[config.mk]
export PLATFORM = sky130hd
export DESIGN_NAME = sprite_quad_vertex_transform_core
export DESIGN_NICKNAME = d
export VERILOG_FILES = /design/src/hdl/sqvt_pkg.sv /design/src/hdl/sqvt_mac.sv /design/src/hdl/sprite_quad_vertex_transform_core.sv
export VERILOG_INCLUDE_DIRS = /design/src /design/src/hdl
export SDC_FILE = /design/constraint.sdc
export NUM_CORES = 2
export LEC_CHECK = 0
export ABC_AREA = 1
export CORE_MARGIN = 10
export CORE_UTILIZATION = 28
export DETAILED_ROUTE_END_ITERATION = 10
export DONT_BUFFER_PORTS = 1
export PLACE_DENSITY = 0.39
export SLEW_MARGIN = 20
export SYNTH_ARGS = -nofsm -noshare
export SYNTH_HDL_FRONTEND = slang
export SYNTH_SLANG_ARGS = --single-unit
[constraint.sdc]
create_clock -name clk_i -period 9.9 [get_ports clk_i]
set_clock_uncertainty 0.05 [all_clocks]
set_input_delay 1.98 -clock clk_i [delete_from_list [all_inputs] [get_ports clk_i]]
set_output_delay 1.98 -clock clk_i [all_outputs]
set_load 0.1 [all_outputs]
[src/hdl/sprite_quad_vertex_transform_core_macros.svh]
// Assertion macros used by the RTL file sprite_quad_vertex_transform_core.sv.
`ifndef SPRITE_QUAD_VERTEX_TRANSFORM_CORE_MACROS_SVH
`define SPRITE_QUAD_VERTEX_TRANSFORM_CORE_MACROS_SVH
`ifndef SYNTHESIS
`define SQVT_ASSERT(lbl, prop, msg) \
  lbl: assert property (@(posedge clk_i) disable iff (!rst_ni) (prop)) else $error(msg);
`define SQVT_ASSERT_IMP(lbl, ante, cons, msg) \
  `SQVT_ASSERT(lbl, (ante) |-> (cons), msg)
`define SQVT_ASSERT_NXT(lbl, ante, cons, msg) \
  `SQVT_ASSERT(lbl, (ante) |=> (cons), msg)
`else
`define SQVT_ASSERT(lbl, prop, msg)
`define SQVT_ASSERT_IMP(lbl, ante, cons, msg)
`define SQVT_ASSERT_NXT(lbl, ante, cons, msg)
`endif
`endif

[src/hdl/sqvt_pkg.sv]
package sqvt_pkg;

  localparam int SIN_ENTRIES = 1024;
  localparam int SIN_IDX_W   = $clog2(SIN_ENTRIES);
  localparam int QTR_W       = SIN_IDX_W - 2;
  localparam int QTR_STEPS   = SIN_ENTRIES / 4;
  localparam int ANG_SHIFT   = 16 - SIN_IDX_W;

  localparam int POS_W   = 20;
  localparam int DX_W    = 22;
  localparam int TRIG_W  = 16;
  localparam int COEF_W  = 17;
  localparam int ACC_W   = 38;
  localparam int PROD_W  = ACC_W + COEF_W;

  localparam int Q8_MAX = 524287;
  localparam int Q8_MIN = -524288;
  localparam logic [15:0] MAX_BATCH_RESET = 16'd2000;
  localparam logic [TRIG_W-1:0] TRIG_ONE = TRIG_W'(16384);

  typedef enum logic [1:0] {
    OP_MUL = 2'd0,
    OP_ADD = 2'd1,
    OP_SUB = 2'd2
  } mac_op_e;

  typedef struct packed {
    mac_op_e op;
  } mac_ctrl_t;

  typedef logic [TRIG_W-2:0] sin_lut_t [QTR_STEPS];

  // Quarter-wave sine in Q1.14 from the odd ninth-order polynomial.
  function automatic sin_lut_t gen_sin_lut();
    sin_lut_t   t;
    logic [63:0] z, z2, p, s;
    for (int j = 0; j < QTR_STEPS; j++) begin
      z  = 64'(j) << ANG_SHIFT;
      z2 = (z * z) >> 14;
      p  = 64'd172272;
      p  = 64'd5026994    - ((p * z2) >> 14);
      p  = 64'd85569306   - ((p * z2) >> 14);
      p  = 64'd693598668  - ((p * z2) >> 14);
      p  = 64'd1686629713 - ((p * z2) >> 14);
      s  = (p * z) >> 30;
      if (j == 0) s = 64'd0;
      if (s > 64'd16384) s = 64'd16384;
      t[j] = s[TRIG_W-2:0];
    end
    return t;
  endfunction

  localparam sin_lut_t SIN_LUT = gen_sin_lut();

  function automatic logic signed [TRIG_W-1:0] trig_lookup(logic [1:0] quad,
                                                          logic [QTR_W-1:0] k);
    logic [TRIG_W-1:0] mag;
    logic [QTR_W-1:0]  j;
    j = QTR_W'(0) - k;
    if (quad[0]) begin
      mag = (k == '0) ? TRIG_ONE : {1'b0, SIN_LUT[j]};
    end else begin
      mag = {1'b0, SIN_LUT[k]};
    end
    return quad[1] ? -$signed(mag) : $signed(mag);
  endfunction

endpackage

[src/hdl/sqvt_mac.sv]
module sqvt_mac import sqvt_pkg::*; (
  input  mac_ctrl_t                  ctrl_i,
  input  logic signed [ACC_W-1:0]    a_i,
  input  logic signed [COEF_W-1:0]   b_i,
  input  logic signed [ACC_W-1:0]    acc_i,
  output logic signed [PROD_W-1:0]   res_o
);

  logic signed [PROD_W-1:0] prod;
  logic signed [PROD_W-1:0] accx;

  assign prod = PROD_W'(a_i) * PROD_W'(b_i);
  assign accx = PROD_W'(acc_i);

  always_comb begin
    unique case (ctrl_i.op)
      OP_MUL:  res_o = prod;
      OP_ADD:  res_o = accx + prod;
      OP_SUB:  res_o = accx - prod;
      default: res_o = prod;
    endcase
  end

endmodule

[src/hdl/sprite_quad_vertex_transform_core.sv]
// Channel  | Handshake              | Payload
// input    | in_valid_i/in_stall_o  | frame_start_i .. color_i, one sprite per item
// output   | out_valid_o/out_stall_i| vertex_x_o .. last_o, four items per sprite
// config   | cfg_we_i               | cfg_wdata_i (max_batch_sprites)
//
// After a sprite is accepted, S_LOAD reads the sine table and forms the corner offsets; then,
// for each corner, S_CALC runs its steps on the shared multiplier and S_EMIT loads the output
// register. The sequencer then returns to S_IDLE, the only state in which a new item is accepted.
// Reset is asynchronous and active low; it clears the batch state and loads
// max_batch_sprites with 2000. An output stall holds the sequencer at the
// load of the next corner; no new item is taken until the fourth corner is loaded.
`include "sprite_quad_vertex_transform_core_macros.svh"

module sprite_quad_vertex_transform_core import sqvt_pkg::*; (
  input  logic                    clk_i,
  input  logic                    rst_ni,
  input  logic                    cfg_we_i,
  input  logic [15:0]             cfg_wdata_i,
  input  logic                    in_valid_i,
  output logic                    in_stall_o,
  input  logic                    frame_start_i,
  input  logic [15:0]             texture_id_i,
  input  logic [11:0]             tex_width_i,
  input  logic [11:0]             tex_height_i,
  input  logic signed [POS_W-1:0] pos_x_i,
  input  logic signed [POS_W-1:0] pos_y_i,
  input  logic signed [POS_W-1:0] origin_x_i,
  input  logic signed [POS_W-1:0] origin_y_i,
  input  logic [15:0]             rotation_i,
  input  logic [15:0]             scale_i,
  input  logic [31:0]             color_i,
  output logic                    out_valid_o,
  input  logic                    out_stall_i,
  output logic signed [POS_W-1:0] vertex_x_o,
  output logic signed [POS_W-1:0] vertex_y_o,
  output logic [31:0]             vertex_color_o,
  output logic                    tex_u_o,
  output logic                    tex_v_o,
  output logic                    batch_start_o,
  output logic                    last_o
);

  localparam int FRAC_DROP = 26;
  localparam int SUM_W     = 32;
  localparam logic signed [PROD_W:0]  RoundBias = (PROD_W+1)'(2**(FRAC_DROP-1));
  localparam logic signed [SUM_W-1:0] PosMax    = SUM_W'(Q8_MAX);
  localparam logic signed [SUM_W-1:0] PosMin    = SUM_W'(Q8_MIN);

  typedef enum logic [3:0] {
    S_IDLE = 4'b0001,
    S_LOAD = 4'b0010,
    S_CALC = 4'b0100,
    S_EMIT = 4'b1000
  } state_e;

  state_e state_q, state_d;
  logic [2:0] step_q, step_d;
  logic [1:0] corner_q, corner_d;

  logic [15:0] max_batch_q;
  logic [15:0] batch_tex_q;
  logic [15:0] batch_cnt_q;
  logic        batch_open_q;

  logic        fresh_q;
  logic [11:0] w_q, h_q;
  logic signed [POS_W-1:0] px_q, py_q, ox_q, oy_q;
  logic [15:0] rot_q, sc_q;
  logic [31:0] color_q;

  logic signed [TRIG_W-1:0] sn_q, cs_q;
  logic signed [DX_W-1:0]   dx0_q, dx1_q, dy0_q, dy1_q;
  logic signed [ACC_W-1:0]  acc_q;
  logic signed [PROD_W-1:0] tx_q, ty_q;

  logic        out_valid_q;
  logic signed [POS_W-1:0] vx_q, vy_q;
  logic [31:0] vcol_q;
  logic        u_q, v_q, bs_q, last_q;

  logic        accept;
  logic        emit_go;
  logic        fresh;
  logic [15:0] limit;
  logic        cu, cv;
  logic signed [DX_W-1:0]   dx, dy;
  mac_ctrl_t                mac_ctrl;
  logic signed [ACC_W-1:0]  mac_a;
  logic signed [COEF_W-1:0] mac_b;
  logic signed [PROD_W-1:0] mac_res;

  function automatic logic signed [POS_W-1:0] place(logic signed [PROD_W-1:0] t,
                                                    logic signed [POS_W-1:0] pos);
    logic signed [PROD_W:0]  tr;
    logic signed [SUM_W-1:0] sum;
    tr  = (PROD_W+1)'(t) + RoundBias;
    sum = SUM_W'($signed(tr[PROD_W:FRAC_DROP])) + SUM_W'(pos);
    if (sum > PosMax) sum = PosMax;
    if (sum < PosMin) sum = PosMin;
    return sum[POS_W-1:0];
  endfunction

  assign in_stall_o = (state_q != S_IDLE);
  assign accept     = in_valid_i && !in_stall_o;
  assign emit_go    = (state_q == S_EMIT) && (!out_valid_q || !out_stall_i);

  assign limit = (max_batch_q == '0) ? 16'd1 : max_batch_q;
  assign fresh = frame_start_i || !batch_open_q || (texture_id_i != batch_tex_q) ||
                 (batch_cnt_q >= limit);

  // Corners run clockwise from top-left, so u is set on the middle two.
  assign cu = (corner_q == 2'd1) || (corner_q == 2'd2);
  assign cv = corner_q[1];
  assign dx = cu ? dx1_q : dx0_q;
  assign dy = cv ? dy1_q : dy0_q;

  always_comb begin
    mac_ctrl.op = OP_MUL;
    mac_a       = ACC_W'(dx);
    mac_b       = COEF_W'(cs_q);
    case (step_q)
      3'd0: begin
        mac_a = ACC_W'(dx);
        mac_b = COEF_W'(cs_q);
      end
      3'd1: begin
        mac_ctrl.op = OP_SUB;
        mac_a       = ACC_W'(dy);
        mac_b       = COEF_W'(sn_q);
      end
      3'd2, 3'd5: begin
        mac_a = acc_q;
        mac_b = $signed({1'b0, sc_q});
      end
      3'd3: begin
        mac_a = ACC_W'(dx);
        mac_b = COEF_W'(sn_q);
      end
      3'd4: begin
        mac_ctrl.op = OP_ADD;
        mac_a       = ACC_W'(dy);
        mac_b       = COEF_W'(cs_q);
      end
      default: ;
    endcase
  end

  sqvt_mac u_mac (
    .ctrl_i (mac_ctrl),
    .a_i    (mac_a),
    .b_i    (mac_b),
    .acc_i  (acc_q),
    .res_o  (mac_res)
  );

  always_comb begin
    state_d  = state_q;
    step_d   = step_q;
    corner_d = corner_q;
    unique case (state_q)
      S_IDLE: begin
        if (accept) state_d = S_LOAD;
      end
      S_LOAD: begin
        state_d  = S_CALC;
        step_d   = 3'd0;
        corner_d = 2'd0;
      end
      S_CALC: begin
        if (step_q == 3'd5) begin
          state_d = S_EMIT;
        end else begin
          step_d = step_q + 3'd1;
        end
      end
      S_EMIT: begin
        if (emit_go) begin
          step_d = 3'd0;
          if (corner_q == 2'd3) begin
            state_d = S_IDLE;
          end else begin
            state_d  = S_CALC;
            corner_d = corner_q + 2'd1;
          end
        end
      end
      default: state_d = S_IDLE;
    endcase
  end

  always_ff @(posedge clk_i or negedge rst_ni) begin
    if (!rst_ni) begin
      state_q      <= S_IDLE;
      step_q       <= 3'd0;
      corner_q     <= 2'd0;
      max_batch_q  <= MAX_BATCH_RESET;
      batch_tex_q  <= '0;
      batch_cnt_q  <= '0;
      batch_open_q <= 1'b0;
      out_valid_q  <= 1'b0;
    end else begin
      state_q  <= state_d;
      step_q   <= step_d;
      corner_q <= corner_d;
      if (cfg_we_i) max_batch_q <= cfg_wdata_i;
      if (accept) begin
        batch_open_q <= 1'b1;
        if (fresh) begin
          batch_tex_q <= texture_id_i;
          batch_cnt_q <= 16'd1;
        end else begin
          batch_cnt_q <= batch_cnt_q + 16'd1;
        end
      end
      if (emit_go) begin
        out_valid_q <= 1'b1;
      end else if (!out_stall_i) begin
        out_valid_q <= 1'b0;
      end
    end
  end

  always_ff @(posedge clk_i) begin
    if (accept) begin
      fresh_q <= fresh;
      w_q     <= tex_width_i;
      h_q     <= tex_height_i;
      px_q    <= pos_x_i;
      py_q    <= pos_y_i;
      ox_q    <= origin_x_i;
      oy_q    <= origin_y_i;
      rot_q   <= rotation_i;
      sc_q    <= scale_i;
      color_q <= color_i;
    end
    if (state_q == S_LOAD) begin
      // The angle is truncated to the table grid; the cosine is a quarter turn on.
      sn_q  <= trig_lookup(rot_q[15:14], rot_q[13 -: QTR_W]);
      cs_q  <= trig_lookup(rot_q[15:14] + 2'd1, rot_q[13 -: QTR_W]);
      dx0_q <= DX_W'(0) - DX_W'(ox_q);
      dx1_q <= $signed({2'b00, w_q, 8'h00}) - DX_W'(ox_q);
      dy0_q <= DX_W'(0) - DX_W'(oy_q);
      dy1_q <= $signed({2'b00, h_q, 8'h00}) - DX_W'(oy_q);
    end
    if (state_q == S_CALC) begin
      case (step_q)
        3'd2:    tx_q  <= mac_res;
        3'd5:    ty_q  <= mac_res;
        default: acc_q <= mac_res[ACC_W-1:0];
      endcase
    end
    if (emit_go) begin
      vx_q   <= place(tx_q, px_q);
      vy_q   <= place(ty_q, py_q);
      vcol_q <= color_q;
      u_q    <= cu;
      v_q    <= cv;
      bs_q   <= fresh_q && (corner_q == 2'd0);
      last_q <= (corner_q == 2'd3);
    end
  end

  assign out_valid_o    = out_valid_q;
  assign vertex_x_o     = vx_q;
  assign vertex_y_o     = vy_q;
  assign vertex_color_o = vcol_q;
  assign tex_u_o        = u_q;
  assign tex_v_o        = v_q;
  assign batch_start_o  = bs_q;
  assign last_o         = last_q;

  `SQVT_ASSERT_IMP(a_open_count, batch_open_q, batch_cnt_q != 16'd0, "open batch with no sprite")
  `SQVT_ASSERT_IMP(a_step_range, state_q == S_CALC, step_q <= 3'd5, "sequencer step out of range")
  `SQVT_ASSERT_IMP(a_bs_corner0, out_valid_o && batch_start_o, !tex_u_o && !tex_v_o,
                   "batch start flagged away from the first corner")
  `SQVT_ASSERT_NXT(a_last_idle, emit_go && (corner_q == 2'd3), state_q == S_IDLE && last_o,
                   "fourth corner did not end the item")

endmodule
# Word-level counts from Yosys, hierarchy flattened
# Memory sizes are Yosys's and may differ from the RTL's.
# Cells that the tools add are included.
# totals
ff_bits	572
rom_bits	7680
input_bits	206
out_inout_bits	78
elab_cells	149
mem_count	2
# mem_list
name	words	word_bits	read_ports	rd_clocked_by_memory_dff	write_ports	line_no	source
(no name shown)	256	15	1	0	0	sqvt_pkg.sv:63	mag = {1'b0, SIN_LUT[k]};
(no name shown)	256	15	1	0	0	sqvt_pkg.sv:61	mag = (k == '0) ? TRIG_ONE : {1'b0, SIN_LUT[j]};
# op_classes
add_sub_neg	17
n_mul	1
magnitude_cmp	7
eq_ne	22
muxes	36
bitwise_logic	3
n_reduce_logical	27
# ops
op	n
two-way mux 32 bit	4
adder 55 x 27 -> 56 bit, second input constant	2
one-hot mux 55 bit (2 select lines)	1
two-way mux 15 bit	7
two-way mux 16 bit	6
one-hot mux 38 bit (2 select lines)	1
< comparator 32 x 20 -> 1 bit, second input constant	2
adder 30 x 20 -> 31 bit	2
greater-than comparator 31 x 20 -> 1 bit, second input constant	2
adder 38 x 55 -> 55 bit	1
multiplier 38 x 17 -> 55 bit	1
subtractor 38 x 55 -> 55 bit	1
two-way mux 22 bit	2
subtractor 21 x 20 -> 22 bit	2
subtractor 1 x 20 -> 21 bit, first input constant	2
one-hot mux 17 bit (2 select lines)	1
negator 16 bit	2
>= comparator 9 bit, second input constant	2
inverter 8 -> 9 bit	2
adder 16 x 1 -> 16 bit, second input constant	1
>= comparator 16 bit	1
zero test 16 bit	1
inequality test 16 bit	1
one-hot mux 4 bit (4 select lines)	1
other kinds (32)	65

# Depth between registers and ports, before layout
# logic_depth
word_depth	10
depth_mapped	68
mapped_depth_nobuf	65

# By module
# A second synthesis with hierarchy kept.
# hier_totals
cells_unflattened	8412
area_unflattened_um2	62512.5
# modules_own_cells
module	instances	cells_per_inst	area_per_inst_um2	seq_area_each_um2
sprite_quad_vertex_transform_core	1	4162	33209.4	14667.8
sqvt_mac	1	4250	29303.1	0.0

# Worst setup path before layout
# Ideal clock, no wire load.
# synth_path
kind	register to register
from	reg corner_q[1]
to	reg tx_q[53] (data pin)
setup_time_ns	0.257
t_arrival_ns	9.471
required_ns	9.593
setup_slack_ns	0.122
path_stages_with_launch	61
path_buffers	3
period_less_slack_ns	9.778
cell_sequence	dfrtp_1 > inv_1 > buf_1 > ha_1 > inv_1 > o21ai_0 > nand2_1 > clkbuf_1 > nand2_1 > inv_1 > clkbuf_1 > nand2_1 > fa_1 > inv_1 > fa_1 > inv_1 > fa_1 > inv_1 > (+25 left out) > inv_1 > ha_1 > nand2_1 > nor2_1 > inv_1 > nor2_1 > and3_1 > nand3_1 > nand3_1 > nand2_1 > o211ai_1 > nand2_1 > inv_1 > o21ai_0 > nand2_1 > nand2_1 > nand3_1 > nand2_1
# synth_between
elab_chain_len	7
elab_cells_between_ends	10
classes_between	2 x add/sub; 1 x mul; 2 x eq/ne; 4 x mux; 1 x reduce/logical
# synth_lines
item	line_no	source
from (decl)	sprite_quad_vertex_transform_core.sv:58	logic [1:0] corner_q, corner_d;
from (signal assigned)	sprite_quad_vertex_transform_core.sv:204	corner_q <= corner_d;
equality test 2 x 1 -> 1 bit / equality test 2 bit (equally long branches)	sprite_quad_vertex_transform_core.sv:112	assign cu = (corner_q == 2'd1) || (corner_q == 2'd2);
logical OR 1 bit *	sprite_quad_vertex_transform_core.sv:112	
via cu	sprite_quad_vertex_transform_core.sv:85	logic cu, cv;
two-way mux 22 bit *	sprite_quad_vertex_transform_core.sv:114	assign dx = cu ? dx1_q : dx0_q;
one-hot mux 38 bit (2 select lines) *	sprite_quad_vertex_transform_core.sv:121	case (step_q)
multiplier 38 x 17 -> 55 bit *	sqvt_mac.sv:12	assign prod = PROD_W'(a_i) * PROD_W'(b_i);
subtractor 38 x 55 -> 55 bit / adder 38 x 55 -> 55 bit (equally long branches)	sqvt_mac.sv:19, sqvt_mac.sv:18	
one-hot mux 55 bit (2 select lines) *	sqvt_mac.sv:16	unique case (ctrl_i.op)
via mac_res[53]	sprite_quad_vertex_transform_core.sv:90	logic signed [PROD_W-1:0] mac_res;
to (signal assigned)	sprite_quad_vertex_transform_core.sv:247	3'd2: tx_q <= mac_res;
to (decl)	sprite_quad_vertex_transform_core.sv:74	logic signed [PROD_W-1:0] tx_q, ty_q;
# Mark *: on every way through the listed nets, which the timed path passes. The rest lies on a longest branch.
# A chain may end at the register's enable or synchronous reset.

# Final worst setup path
# layout_path
from	reg step_q[1]
to	reg tx_q[50] (data pin)
# layout_between
elab_chain_len	6
elab_cells_between_ends	17
classes_between	2 x add/sub; 1 x mul; 7 x eq/ne; 4 x mux; 3 x reduce/logical
# layout_lines
item	line_no	source
from (decl)	sprite_quad_vertex_transform_core.sv:57	logic [2:0] step_q, step_d;
from (signal assigned)	sprite_quad_vertex_transform_core.sv:203	step_q <= step_d;
equality test 3 x 1 -> 1 bit, or another cell as far along	sprite_quad_vertex_transform_core.sv:121	
OR reduction 2 bit (no line)	-	
one-hot mux 38 bit (2 select lines) / one-hot mux 17 bit (2 select lines) (equally long branches)	sprite_quad_vertex_transform_core.sv:121	
multiplier 38 x 17 -> 55 bit	sqvt_mac.sv:12	
subtractor 38 x 55 -> 55 bit / adder 38 x 55 -> 55 bit (equally long branches)	sqvt_mac.sv:19, sqvt_mac.sv:18	
one-hot mux 55 bit (2 select lines) *	sqvt_mac.sv:16	
via mac_res[50]	sprite_quad_vertex_transform_core.sv:90	
# Marks and branches as above.

==> impl_metrics.yaml <==
outcome:
  status: "finished with violations"
  violations: "setup timing"
finish:
  final_cell_mix: "nand2_1 (2,242), inv_1 (1,524), buf_4 (944)"
  layout-drive-gt1-share: 0.181
  syn2layout_area_growth_pct: 24.8
  final_common_cell: "nand2_1"
  layout.nets: 10600
worst_setup_path:
  regToRegStartpoint: "step_q[1]"
  cp.arrival_ns: 10.73
  cp-startpoint: "step_q[1]"
  cp_slowest_cell: "fa_2"
  critical_path.most_common_cell: "buf_4"
  r2r_slack_ns: -0.46
  crit_fanout: 8
  start_kind: "register"
  worstPathRequired_ns: 10.27
  worstSetupEndpointType: "register"
  worstSetupPathType: "register to register"
  critPathMaxStageDelay_ns: 0.57
floorplanning:
  core_area_mm2: 0.223
  start_util: 0.282
  die-height_um: 494
  die_area_mm2: 0.244
  die_w_um: 494
  io_pins: 284
  rows: 173
timing:
  max_slew_margin: 0.253
  final-max-slew-violation-count: 0
  tightestPinTransition_ns: 1.12
  fin_crit_ns: 10.36
  finalSetupViolCount: 46
  finalCritPeriodShare: 1.05
  rsz0062_at_grt: "true"
  setup_ws_ns: -0.458
  tns_ns: -8.95
  max_freq_mhz: 96.5
  hold_viol: 0
synth:
  ys_ff_latch: 498
  syn_avg_cell_area_um2: 7.33
  synth-edff-count: 439
  ys_types: 68
  syn_area_mm2: 0.0628
  synthesis.nets: 9740
  ys_seq_area_frac: 0.233
  netlist_instances: 8575
  synth-main-ff-cell: "edfxtp_1"
  async_reset_ff_frac: 0.118
  synth_warnings: 0
routing:
  vias: 59300
  firstDrtPassIters: 7
  ant_nets: 0
  routedWlPerCell_um: 20.9
  wirelength_um: 260000
  route.detailed.drc: 0
  drt_iter0_drc: 4668
  viasPerCell: 4.76
placed_design:
  hpwl_um: 214000
  place_congestion: 0.935
  port_buffers: 0
global_route:
  grt_pass1_wl_um: 385000
  grt_max_degree: 74
  track_usage: 0.205
  grt_pass1_vias: 60100
  antenna_found_initial: 14
  grt.overflow.total: 0
clock_tree:
  insertion_delay_ns: 0.74
  clockBufferDepth: 3
  numCtsBuffers: 61
  cts_root_buffer: "clkbuf_16"
  htreeDepth: 2
  clock-sinks: 498
  path_clk_slew_ns: 0.07
  cts_tree: "yes"
worst_hold_path:
  hold_path_class: "register to register"
  min-delay-start: "color_q[1]"
run:
  maxCapViolations: 0
-- per-stage QoR --
stage	hold slack [ns]	std cells	util	area, µm²	setup WS (ns)
6_report	0.364	12500	0.352	78400	-0.458
3_3_place_gp	0.351	12300	0.330	73400	-1.51
4_1_cts	0.364	12400	0.345	76800	-0.548
3_5_place_dp	0.355	12300	0.330	73400	-1.51
5_1_grt	0.365	12500	0.352	78400	-1.01
2_1_floorplan	0.350	8575	-	62800	0.122
-- layer usage --
metal	vias to the layer above	track usage	share of wire
met2	1601	0.333	0.45
met1	28700	0.293	0.47
met3	285	0.0232	0.053
li1	28700	-	-
met5	-	0	0.000081
met4	4	0.0418	0.023
-- worst max-delay path, delay by kind of cell (launching register included) --
family,cells,cell delay [ns]
buffers and inverters,20,2.49
adder cells (fa/ha/maj),9,3.76
flip-flops,1,0.40
AND/OR/NAND/NOR,22,2.49
AO/OA/AOI/OAI,4,0.61
XOR/XNOR,1,0.21
-- cell type report --
class                      count  area (µm²)
inverter                    1591        6000
fill                       24000      144000
multi-input combinational   6249       43100
clock buffer                  64        1540
sequential                   498       14700
tap                         2975        3720
clock inverter                50         674
antenna                        2        5.00
timing repair buffer        1031        8690
-- state kept, by name, summed over array words and instances (netlist names), 10 cells and up --
signal	cells
px_q	20
acc_q	38
tx_q	30
rot_q	10
dy1_q	14
dx0_q	21
dx1_q	14
color_q	32
batch_tex_q	16
vertex_x_o	20
sc_q	16
h_q	12
oy_q	20
w_q	12
vertex_y_o	20
ox_q	20
vertex_color_o	32
batch_cnt_q	16
ty_q	30
max_batch_q	16
cs_q	16
py_q	20
dy0_q	21
sn_q	16
-- what timing repair did --
| item | CTS | global route |
|---|---|---|
| pin swaps | 23 | 54 |
| cloned | 0 | 7 |
| hold endpoints to repair | 0 | 0 |
| buffers inserted | 15 | 38 |
| hold buffers | 0 | 0 |
| gates resized for setup | 262 | 295 |
| setup endpoints to repair | 80 | 80 |
-- final timing paths --
kind | to | cells past startpoint
worst max register to register | tx_q[50] | 56
worst min register to register | vertex_color_o[1] | 0
worst max-delay path | tx_q[50] | 56
worst min-delay path | vertex_color_o[1] | 0
min in group asynchronous | max_batch_q[15] | 0
max in group asynchronous | state_q[0] | 0
-- logic make-up (layout without fill, tap and decap cells) --
logic type | after synthesis | after routing | synth area share
flops | 498 | 498 | 0.233
simple gates | 4076 | 4076 | 0.269
fa+ha+maj | 959 | 959 | 0.265
buf+inv | 1828 | 2736 | 0.112
other cells | 0 | 2 | 0
compound gates | 962 | 962 | 0.0853
xor+xnor | 251 | 251 | 0.0351
mux | 1 | 1 | 0.000159
-- synthesized netlist by cell type, types with 9 or more instances --
library cell | count | area share
nand2_1 | 2330 | 0.14
inv_1 | 1555 | 0.093
nor2_1 | 896 | 0.054
fa_1 | 619 | 0.20
nand3_1 | 487 | 0.039
edfxtp_1 | 439 | 0.21
a21oi_1 | 399 | 0.032
ha_1 | 340 | 0.068
o21ai_0 | 320 | 0.025
xor2_1 | 184 | 0.026
clkbuf_1 | 138 | 0.0082
nand4_1 | 125 | 0.012
nor3_1 | 85 | 0.0068
xnor2_1 | 66 | 0.0092
dfrtp_1 | 52 | 0.021
buf_2 | 47 | 0.0037
o211ai_1 | 38 | 0.0045
o21ai_1 | 38 | 0.0030
buf_1 | 28 | 0.0017
or2_2 | 27 | 0.0027
a31oi_1 | 23 | 0.0023
inv_2 | 23 | 0.0014
nand2_2 | 23 | 0.0023
o21bai_1 | 23 | 0.0027
nor2_2 | 20 | 0.0020
nor4_1 | 20 | 0.0020
a21boi_0 | 19 | 0.0023
nand3b_1 | 16 | 0.0019
a21o_1 | 14 | 0.0017
clkinv_1 | 13 | 0.00078
buf_4 | 12 | 0.0014
buf_6 | 11 | 0.0020
o21a_1 | 11 | 0.0013
o22ai_1 | 11 | 0.0011
o31ai_1 | 11 | 0.0013
o2111ai_1 | 9 | 0.0013
Power is left out: the tool's default activity adds up to more than one toggle a clock period on the data nets, which glitch-free logic cannot reach.
